==> src/hdl/wdte_pkg.sv <==
// Shared constants for the word delta transform encoder.
package wdte_pkg;

   localparam int HISTORY_DEPTH_DEF = 64;
   localparam int FIT_WINDOW_DEF    = 64;

   localparam int WORD_WIDTH      = 32;
   localparam int MODE_WIDTH      = 2;
   localparam int STRIDE_WIDTH    = 7;
   localparam int CSR_INDEX_WIDTH = 1;
   localparam int CSR_DATA_WIDTH  = 7;

   localparam logic [MODE_WIDTH-1:0] MODE_RAW    = 2'd0;
   localparam logic [MODE_WIDTH-1:0] MODE_FIRST  = 2'd1;
   localparam logic [MODE_WIDTH-1:0] MODE_RESID  = 2'd2;
   localparam logic [MODE_WIDTH-1:0] MODE_STRIDE = 2'd3;

   localparam logic [CSR_INDEX_WIDTH-1:0] CSR_MODE   = 1'd0;
   localparam logic [CSR_INDEX_WIDTH-1:0] CSR_STRIDE = 1'd1;

   localparam logic [STRIDE_WIDTH-1:0] STRIDE_RESET = 7'd1;

endpackage

==> src/hdl/word_delta_transform_encoder_top.sv <==
// Word delta transform encoder: history ring, sequencer and shift-subtract divider.
//
//   channel  direction  handshake             payload
//   req      in         req_valid/req_stall   req_block_start, req_word_in
//   rsp      out        rsp_valid/rsp_stall   rsp_word_out
//   csr      in         csr_valid/csr_ready   csr_index, csr_wdata
//
// Raw mode, or a word with no history to use: straight from idle to the output load.
// First and stride difference: ring read, subtract, output load.
// Residual mode: ring read, the 32-step shift-subtract divider, one multiply
// and one subtract, then the output load. Synchronous active-high reset
// clears control state; the ring holds no reset value. A stalled result
// waits in the output register and the next transaction is taken meanwhile.
module word_delta_transform_encoder_top #(
   parameter int HISTORY_DEPTH = wdte_pkg::HISTORY_DEPTH_DEF,
   parameter int FIT_WINDOW    = wdte_pkg::FIT_WINDOW_DEF
) (
   input  logic                                   clock,
   input  logic                                   reset,
   input  logic                                   req_valid,
   output logic                                   req_stall,
   input  logic                                   req_block_start,
   input  logic [wdte_pkg::WORD_WIDTH-1:0]        req_word_in,
   output logic                                   rsp_valid,
   input  logic                                   rsp_stall,
   output logic [wdte_pkg::WORD_WIDTH-1:0]        rsp_word_out,
   input  logic                                   csr_valid,
   output logic                                   csr_ready,
   input  logic [wdte_pkg::CSR_INDEX_WIDTH-1:0]   csr_index,
   input  logic [wdte_pkg::CSR_DATA_WIDTH-1:0]    csr_wdata
);

   localparam int WW   = wdte_pkg::WORD_WIDTH;
   localparam int PW   = $clog2(HISTORY_DEPTH);
   localparam int DW   = $clog2(HISTORY_DEPTH + 1);
   localparam int AW   = $clog2(2 * HISTORY_DEPTH);
   localparam int SW   = wdte_pkg::STRIDE_WIDTH;
   localparam int CW   = (DW > SW) ? DW : SW;
   localparam int KMAX = (FIT_WINDOW - 1 < HISTORY_DEPTH) ? FIT_WINDOW - 1 : HISTORY_DEPTH;
   localparam int NW   = $clog2(WW);

   localparam logic [2:0] S_IDLE = 3'd0;
   localparam logic [2:0] S_READ = 3'd1;
   localparam logic [2:0] S_CALC = 3'd2;
   localparam logic [2:0] S_DIV  = 3'd3;
   localparam logic [2:0] S_MUL  = 3'd4;
   localparam logic [2:0] S_SUB  = 3'd5;
   localparam logic [2:0] S_DONE = 3'd6;

   logic [WW-1:0] ring [HISTORY_DEPTH];

   logic [2:0]   state_ff, state_in;
   logic [wdte_pkg::MODE_WIDTH-1:0] mode_ff, mode_in;
   logic [SW-1:0] stride_ff, stride_in;
   logic [PW-1:0] ptr_ff, ptr_in;
   logic [DW-1:0] fill_ff, fill_in;
   logic [WW-1:0] idx_ff, idx_in;
   logic          rsp_valid_ff, rsp_valid_in;
   logic [WW-1:0] rsp_word_ff, rsp_word_in;
   logic [WW-1:0] word_ff, word_in;
   logic [DW-1:0] dist_ff, dist_in;
   logic [WW-1:0] past_ff;
   logic [WW-1:0] res_ff, res_in;
   logic [WW-1:0] dq_ff, dq_in;
   logic [DW-1:0] rem_ff, rem_in;
   logic          neg_ff, neg_in;
   logic [NW-1:0] cnt_ff, cnt_in;

   logic          accept;
   logic          out_free;
   logic [DW-1:0] fill_eff;
   logic [WW-1:0] idx_eff;
   logic [CW-1:0] stride_c;
   logic [CW-1:0] period_c;
   logic [DW-1:0] period;
   logic [DW-1:0] fit_k;
   logic [AW-1:0] addr_sum;
   logic [PW-1:0] rd_addr;
   logic [WW:0]   diff;
   logic [WW-1:0] mag;
   logic [DW:0]   rem_sh;
   logic [WW-1:0] sigma;
   logic [WW-1:0] mul_full;

   assign accept    = req_valid && !req_stall;
   assign req_stall = (state_ff != S_IDLE);
   assign csr_ready = 1'b1;
   assign rsp_valid    = rsp_valid_ff;
   assign rsp_word_out = rsp_word_ff;
   assign out_free  = !rsp_valid_ff || !rsp_stall;

   assign fill_eff = req_block_start ? '0 : fill_ff;
   assign idx_eff  = req_block_start ? '0 : idx_ff;

   always_comb begin
      stride_c = CW'(stride_ff);
      if (stride_c == '0) begin
         period_c = CW'(1);
      end else if (stride_c > CW'(HISTORY_DEPTH)) begin
         period_c = CW'(HISTORY_DEPTH);
      end else begin
         period_c = stride_c;
      end
      period = DW'(period_c);
      fit_k  = (fill_eff > DW'(KMAX)) ? DW'(KMAX) : fill_eff;
   end

   always_comb begin
      addr_sum = AW'(ptr_ff) + AW'(HISTORY_DEPTH) - AW'(dist_ff);
      if (addr_sum >= AW'(HISTORY_DEPTH)) begin
         rd_addr = PW'(addr_sum - AW'(HISTORY_DEPTH));
      end else begin
         rd_addr = PW'(addr_sum);
      end
   end

   assign diff     = {1'b0, word_ff} - {1'b0, past_ff};
   assign mag      = diff[WW] ? WW'(-diff) : diff[WW-1:0];
   assign rem_sh   = {rem_ff, dq_ff[WW-1]};
   assign sigma    = neg_ff ? -dq_ff : dq_ff;
   assign mul_full = sigma * idx_ff;

   always_comb begin
      state_in     = state_ff;
      mode_in      = mode_ff;
      stride_in    = stride_ff;
      ptr_in       = ptr_ff;
      fill_in      = fill_ff;
      idx_in       = idx_ff;
      rsp_valid_in = rsp_valid_ff && rsp_stall;
      rsp_word_in  = rsp_word_ff;
      word_in      = word_ff;
      dist_in      = dist_ff;
      res_in       = res_ff;
      dq_in        = dq_ff;
      rem_in       = rem_ff;
      neg_in       = neg_ff;
      cnt_in       = cnt_ff;

      if (csr_valid && csr_ready) begin
         case (csr_index)
            wdte_pkg::CSR_MODE:   mode_in   = csr_wdata[wdte_pkg::MODE_WIDTH-1:0];
            wdte_pkg::CSR_STRIDE: stride_in = csr_wdata[SW-1:0];
            default: ;
         endcase
      end

      case (state_ff)
         S_IDLE: begin
            if (accept) begin
               word_in  = req_word_in;
               res_in   = req_word_in;
               fill_in  = fill_eff;
               idx_in   = idx_eff;
               state_in = S_DONE;
               case (mode_ff)
                  wdte_pkg::MODE_FIRST: begin
                     dist_in = DW'(1);
                     if (fill_eff != '0) state_in = S_READ;
                  end
                  wdte_pkg::MODE_RESID: begin
                     dist_in = fit_k;
                     if (fit_k != '0) state_in = S_READ;
                  end
                  wdte_pkg::MODE_STRIDE: begin
                     dist_in = period;
                     if (fill_eff >= period) state_in = S_READ;
                  end
                  default: ;
               endcase
            end
         end
         S_READ: begin
            state_in = S_CALC;
         end
         S_CALC: begin
            if (mode_ff == wdte_pkg::MODE_RESID) begin
               neg_in   = diff[WW];
               dq_in    = mag;
               rem_in   = '0;
               cnt_in   = NW'(WW - 1);
               state_in = S_DIV;
            end else begin
               res_in   = word_ff - past_ff;
               state_in = S_DONE;
            end
         end
         S_DIV: begin
            if (rem_sh >= {1'b0, dist_ff}) begin
               rem_in = DW'(rem_sh - {1'b0, dist_ff});
               dq_in  = {dq_ff[WW-2:0], 1'b1};
            end else begin
               rem_in = rem_sh[DW-1:0];
               dq_in  = {dq_ff[WW-2:0], 1'b0};
            end
            cnt_in = cnt_ff - NW'(1);
            if (cnt_ff == '0) state_in = S_MUL;
         end
         S_MUL: begin
            res_in   = mul_full;
            state_in = S_SUB;
         end
         S_SUB: begin
            res_in   = word_ff - res_ff;
            state_in = S_DONE;
         end
         S_DONE: begin
            if (out_free) begin
               rsp_valid_in = 1'b1;
               rsp_word_in  = res_ff;
               ptr_in       = (ptr_ff == PW'(HISTORY_DEPTH - 1)) ? '0 : ptr_ff + PW'(1);
               idx_in       = idx_ff + WW'(1);
               if (fill_ff < DW'(HISTORY_DEPTH)) fill_in = fill_ff + DW'(1);
               state_in     = S_IDLE;
            end
         end
         default: begin
            state_in = S_IDLE;
         end
      endcase
   end

   always_ff @(posedge clock) begin
      if (reset) begin
         state_ff     <= S_IDLE;
         mode_ff      <= wdte_pkg::MODE_RAW;
         stride_ff    <= wdte_pkg::STRIDE_RESET;
         ptr_ff       <= '0;
         fill_ff      <= '0;
         idx_ff       <= '0;
         rsp_valid_ff <= 1'b0;
      end else begin
         state_ff     <= state_in;
         mode_ff      <= mode_in;
         stride_ff    <= stride_in;
         ptr_ff       <= ptr_in;
         fill_ff      <= fill_in;
         idx_ff       <= idx_in;
         rsp_valid_ff <= rsp_valid_in;
      end
   end

   always_ff @(posedge clock) begin
      rsp_word_ff <= rsp_word_in;
      word_ff     <= word_in;
      dist_ff     <= dist_in;
      res_ff      <= res_in;
      dq_ff       <= dq_in;
      rem_ff      <= rem_in;
      neg_ff      <= neg_in;
      cnt_ff      <= cnt_in;
   end

   always_ff @(posedge clock) begin
      if (state_ff == S_READ) begin
         past_ff <= ring[rd_addr];
      end
      if ((state_ff == S_DONE) && out_free) begin
         ring[ptr_ff] <= word_ff;
      end
   end

endmodule

==> config.mk <==
export PLATFORM = sky130hd
export DESIGN_NAME = word_delta_transform_encoder_top
export DESIGN_NICKNAME = d
export VERILOG_FILES = /design/src/hdl/wdte_pkg.sv /design/src/hdl/word_delta_transform_encoder_top.sv
export SDC_FILE = /design/constraint.sdc
export NUM_CORES = 2
export LEC_CHECK = 0
export BUFFER_PORTS_ARGS = -buffer_cell sky130_fd_sc_hd__clkbuf_2
export CAP_MARGIN = 20
export CORE_MARGIN = 3
export CORE_UTILIZATION = 50
export DETAILED_ROUTE_END_ITERATION = 7
export GPL_TIMING_DRIVEN = 0
export PLACE_DENSITY = 0.71
export SYNTH_ARGS = -nofsm -noshare
export SYNTH_HDL_FRONTEND = slang
export SYNTH_SLANG_ARGS = --single-unit
==> constraint.sdc <==
create_clock -name clock -period 9.8 [get_ports clock]
set_input_delay 0 -clock clock [delete_from_list [all_inputs] [get_ports clock]]
set_output_delay 0 -clock clock [all_outputs]
set_load 0.005 [all_outputs]
======== Word level (Yosys, flattened, before mapping) ========
Memory sizes are Yosys's and may differ from the RTL's. A register that Yosys moved wholly into a read port is not among the register bits.
Cells that the tools add are included.
word-level totals
  register bits after elaboration ......... 206
  bits in writable memories ............... 2,048
  input bits .............................. 46
  word-level logic and storage cells ...... 123
  memories kept ........................... 1
cells by class
  add/subtract/negate cells ............... 13
  $mul .................................... 1
  $lt $le $gt $ge ......................... 6
  equality and inequality tests ........... 17
  mux-type cells .......................... 41
  bitwise logic cells ..................... 1
  reductions and logical operators ........ 28
memory list
  name  words  bits a word  rd ports  clocked after memory_dff  write ports  line                                    text
  ring  64     32           1         1                         1            word_delta_transform_encoder_top.sv:50  logic [WW-1:0] ring [HISTORY_DEPTH];
operators with widths
  operator                 number
  $mux W32                 8
  $pmux W32 S2             2
  $pmux W32 S4             1
  $neg A32 Y32             2
  $sub A32 B32 Y32         2
  $mux W7                  9
  $sub A32 B32 Y33         1
  $add A32 B1 Y32 const B  1
  $mul A32 B32 Y32         1
  $pmux W7 S2              2
  $mux W3                  7
  $pmux W3 S7              1
  $pmux W7 S3              1
  $ne A2 B2 Y1 const B     7
  $reduce_bool A7 Y1       2
  $sub A7 B7 Y7            2
  $mux W6                  2
  $reduce_and A2 Y1        6
  $pmux W5 S2              1
  $eq A3 B3 Y1 const B     3
  $pmux W3 S3              1
  $reduce_and A3 Y1        3
  $ge A8 B7 Y1             1
  $reduce_and A4 Y1        2
  27 further kinds         39

======== Logic depth before layout (Yosys ltp) ========
  word-level depth ........................ 8
  depth in mapped cells ................... 36
  mapped depth without buffers ............ 33

======== Worst setup path before layout ========
OpenSTA, ideal clock, no wires.
  path kind ............................... flip-flop to flip-flop
  from .................................... register dq_ff[0]
  to ...................................... register res_ff[30] (data pin)
  arrival time ............................ 8,881 ps
  setup slack ............................. 658 ps
  cell stages (with the launch flop) ...... 35
  clock period less this slack ............ 9,142 ps
  cell sequence ........................... edfxtp_1 > clkbuf_1 > inv_1 > ha_1 > inv_1 > or4_4 > buf_6 > or2_4 > o31ai_1 > xnor2_1 > clkbuf_1 > and2_1 > fa_1 > fa_1 > inv_1 > fa_1 > inv_1 > fa_1 > inv_1 > fa_1 > inv_1 > fa_1 > fa_1 > fa_1 > ha_1 > and4_1 > and2_1 > a221o_1 > nand2_1 > o211a_1 > o21bai_1 > a21oi_1 > xnor2_1 > a221o_1 > a221o_1
between the ends
  cells in the longest elaborated chain, start to end .. 4
ends and longest elaborated chain
  item                    line                                     text
  start, declared         word_delta_transform_encoder_top.sv:64   logic [WW-1:0] dq_ff, dq_in;
  start signal, assigned  word_delta_transform_encoder_top.sv:248  dq_ff <= dq_in;
  $neg A32 Y32            word_delta_transform_encoder_top.sv:120  assign sigma = neg_ff ? -dq_ff : dq_ff;
  $mux W32 (*)            word_delta_transform_encoder_top.sv:120
  $mul A32 B32 Y32 (*)    word_delta_transform_encoder_top.sv:121  assign mul_full = sigma * idx_ff;
  $pmux W32 S4 (*)        word_delta_transform_encoder_top.sv:148  case (state_ff)
  named net res_in[30]    word_delta_transform_encoder_top.sv:63   logic [WW-1:0] res_ff, res_in;
  end signal, assigned    word_delta_transform_encoder_top.sv:247  res_ff <= res_in;
  end, declared           word_delta_transform_encoder_top.sv:63
The timed path passes the listed nets; every way through them passes the cells marked *.
A chain may end at the register's enable or synchronous reset.

======== Final worst setup path ========
Ends and elaborated chain as after synthesis.

==> summary.md <==
| Metric | Value |
|---|---|
| Status | finished clean |
| Initial antenna violation count | 24 |
| Critical Path End Type | register |
| YS warnings | 0 |
| CP max FO | 10 |
| Max-cap violation count | 0 |
| Area share of the leading cell type in the synthesized netlist | 0.6155 |
| Die Ht | 472.3 um |
| Area leader, netlist | edfxtp_1 |
| Slew headroom | 0.1524 |
| DRT Pass-1 Iters | 6 |
| Power Density | 196.8 mW/mm^2 |
| PnR worst setup slack | 0.2216 ns |
| Syn_area_per_cell | 16.94 sq um |
| Clock latency on the worst-skew pair | 0.90 ns |
| Synth top area cells | edfxtp_1 (62%), mux4_2 (13%), fa_1 (7.6%), ha_1 (2.4%), and2_1 (1.7%) |
| Seq/Total Area, Yosys | 0.6261 |
| Worst-path clk slew | 0.07 ns |
| Clk sink count | 2286 |
| Post-Syn Nets | 7086 |
| Post-Syn Area | 0.1087 sq mm |
| First-pass GRT wire length | 445800 um |
| DR DRC count | 0 |
| Total gr overflow | 0 |
| Post-Route Skew | 0.05701 ns |
| Design Power | 24.84 mW |
| I/O pins | 81 |
| Critical Path Source | dq_ff[0] |
| Die W | 472.3 um |
| Final setup fails | 0 |
| Max Clock Freq | 0.1044 GHz |
| Rows | 170 |
| Drt total wl | 306400 um |
| Final Core Density | 0.5857 |
| Synth async-reset ratio | 0 |
| Setup TNS | 0 ns |
| CP bufs+invs | 6 |
| Hold wc startpoint | req_word_in[22] |
| Port Buffers | 76 |
| Slowest-stage cell, CP | fa_2 |
| CP arrival | 10.22 ns |
| Crit Path Class | register to register |
| Slew Viols, Final | 0 |
| Die Area | 0.2230 sq mm |
| DR WL/cell | 30.47 um |
| Distinct cells, synth | 77 |
| Total track usage | 0.2773 |
| Detailed Place HPWL | 218200 um |
| Layout cells sized above 1 | 0.2002 |
| Most frequent cell after synthesis | edfxtp_1 |
| Post-synthesis register bit count | 2286 |
| Startpoint types | register |
| Largest net degree at the start of global routing | 34 |
| ANT nets after route | 0 |
| Leakage | 43.62 nW |
| Worst path max stage delay | 0.61 ns |
| Worst Max-Slew Pin Slew | 1.264 ns |
| Clk buf depth | 3 |
| R2r setup slk | 0.22 ns |
| Root Driver | clkbuf_16 |
| Setup WS pre-CTS | -1.367 ns |
| Vias in the first global route | 63460 |
| Fin crit share | 0.9774 |
| RR Startpoint | dq_ff[0] |
| Starting density of the core | 0.5045 |
| Nets | 7688 |
| Cts bufs inserted | 221 |
| Hold Path Class | input port to register |
| Required @ worst endpoint | 10.44 ns |
| Most common cell on crit path | fa_1 |
| Area growth from synthesis to layout | 16.09% |
| Synth Instances | 6417 |
| Vias | 62150 |
| Main synth FF type | edfxtp_1 |
| DR iter-0 viols | 7484 |
| Hold_ws | 0.04530 ns |
| Worst vdd ir | 0.0001738 V |
| Vias/cell | 6.180 |
| CTS tree | yes |
| Min Tclk post-route | 9.578 ns |
| H-tree Lvls | 4 |
| Top cells by count, synth | edfxtp_1 (2228), mux4_2 (640), inv_1 (460) |
| Crit path max-delay family | adder cells |
| Final Hold Vio Count | 0 |
| Gpl congestion | 1.036 |
| Core area | 0.2155 sq mm |
| Post-synth EDFFs | 2228 |
## worst reg2reg max path: cells and delay by family (launching register included)
family	cells	cell delay, ns
adders and majority gates	10	4.64
DFF	1	0.50
xor gates and xnor gates	2	0.33
buffers and inverters	6	0.59
and+or+nand+nor	6	1.55
AOI/OAI and AO/OA	7	1.72
## per-layer routing
layer / vias to the layer above / global-route usage / wire length [um]
met4: 10 / 0.1442 / 18900
met2: 3366 / 0.4418 / 146300
li1: 25560 / - / -
met3: 751 / 0.05183 / 27110
met5: - / 0 / 57
met1: 32470 / 0.3668 / 114100
## report_power, final
part           internal, mW  switching (mW)  leakage, nW
sequential             11.2           0.246         20.5
combinational          1.94            2.79         19.5
clock                  4.93            3.73         3.60
## path summary, 6_finish.rpt
| kind | end | cells after the start |
|---|---|---|
| min | res_ff[22] | 4 |
| max reg2reg | res_ff[30] | 31 |
| min reg2reg | rsp_word_out[26] | 0 |
| max | res_ff[30] | 31 |
## cells in the final DEF (no fill, tap or decap), drive strengths merged, types with 24 or more instances in the layout
master          n
a211oi         42
a21o           58
a21oi         204
a22oi          24
and2          297
buf           292
bufinv         28
clkbuf        601
clkinv        110
dfxtp          58
dlygate4sd3    84
edfxtp       2228
fa            412
ha            211
inv           465
mux2i          45
mux4          640
nand2         357
nand2b         25
nand3          54
nor2          250
nor2b          76
nor3           36
o21ai         120
xnor2         136
xor2           85
## cell families (layout without fill, tap and decap cells)
logic type,after synthesis,after routing,share of synthesized area
AND/OR/NAND/NOR,1200,1200,0.05462
AO/OA/AOI/OAI,598,598,0.03496
buffers and inverters,792,1586,0.02751
XOR/XNOR,229,229,0.01953
other,1,9,0.00003450
multiplexers,688,688,0.1370
adder cells (fa/ha/maj),623,623,0.1002
flip-flops,2286,2286,0.6261
## sequential cells by signal, indices dropped and copies added, names as in the netlist, 32 cells and up
signal,flops
dq_ff,32
idx_ff,32
past_ff,32
res_ff,32
ring,2048
rsp_word_out,32
word_ff,32
## stage by stage
| stage | instances | area (sq um) |
|---|---|---|
| 2_1_floorplan | 6417 | 108700 |
| 3_3_place_gp | 9331 | 112600 |
| 3_5_place_dp | 9508 | 117000 |
| 4_1_cts | 10010 | 125600 |
| 5_1_grt | 10050 | 126200 |
| 6_report | 10060 | 126200 |
## cell type report
type	instances	area, sq um
plain buffers	326	1354
multi-input cells	3339	38580
flip-flops and latches	2286	68070
diodes	8	20.02
clock buffers	267	5724
repair buffers	384	5479
fillers	15610	89280
inverters	461	1733
well taps	2838	3551
clock inverters	148	1689
## what timing repair did
item                       CTS  global route
cloned                       0             0
setup endpoints to repair   15             6
buffers inserted             7            19
hold endpoints to repair   109             0
gates resized for setup     76            58
hold buffers                84             0
pin swaps                    8            21
(Power assumes the default switching activity.)
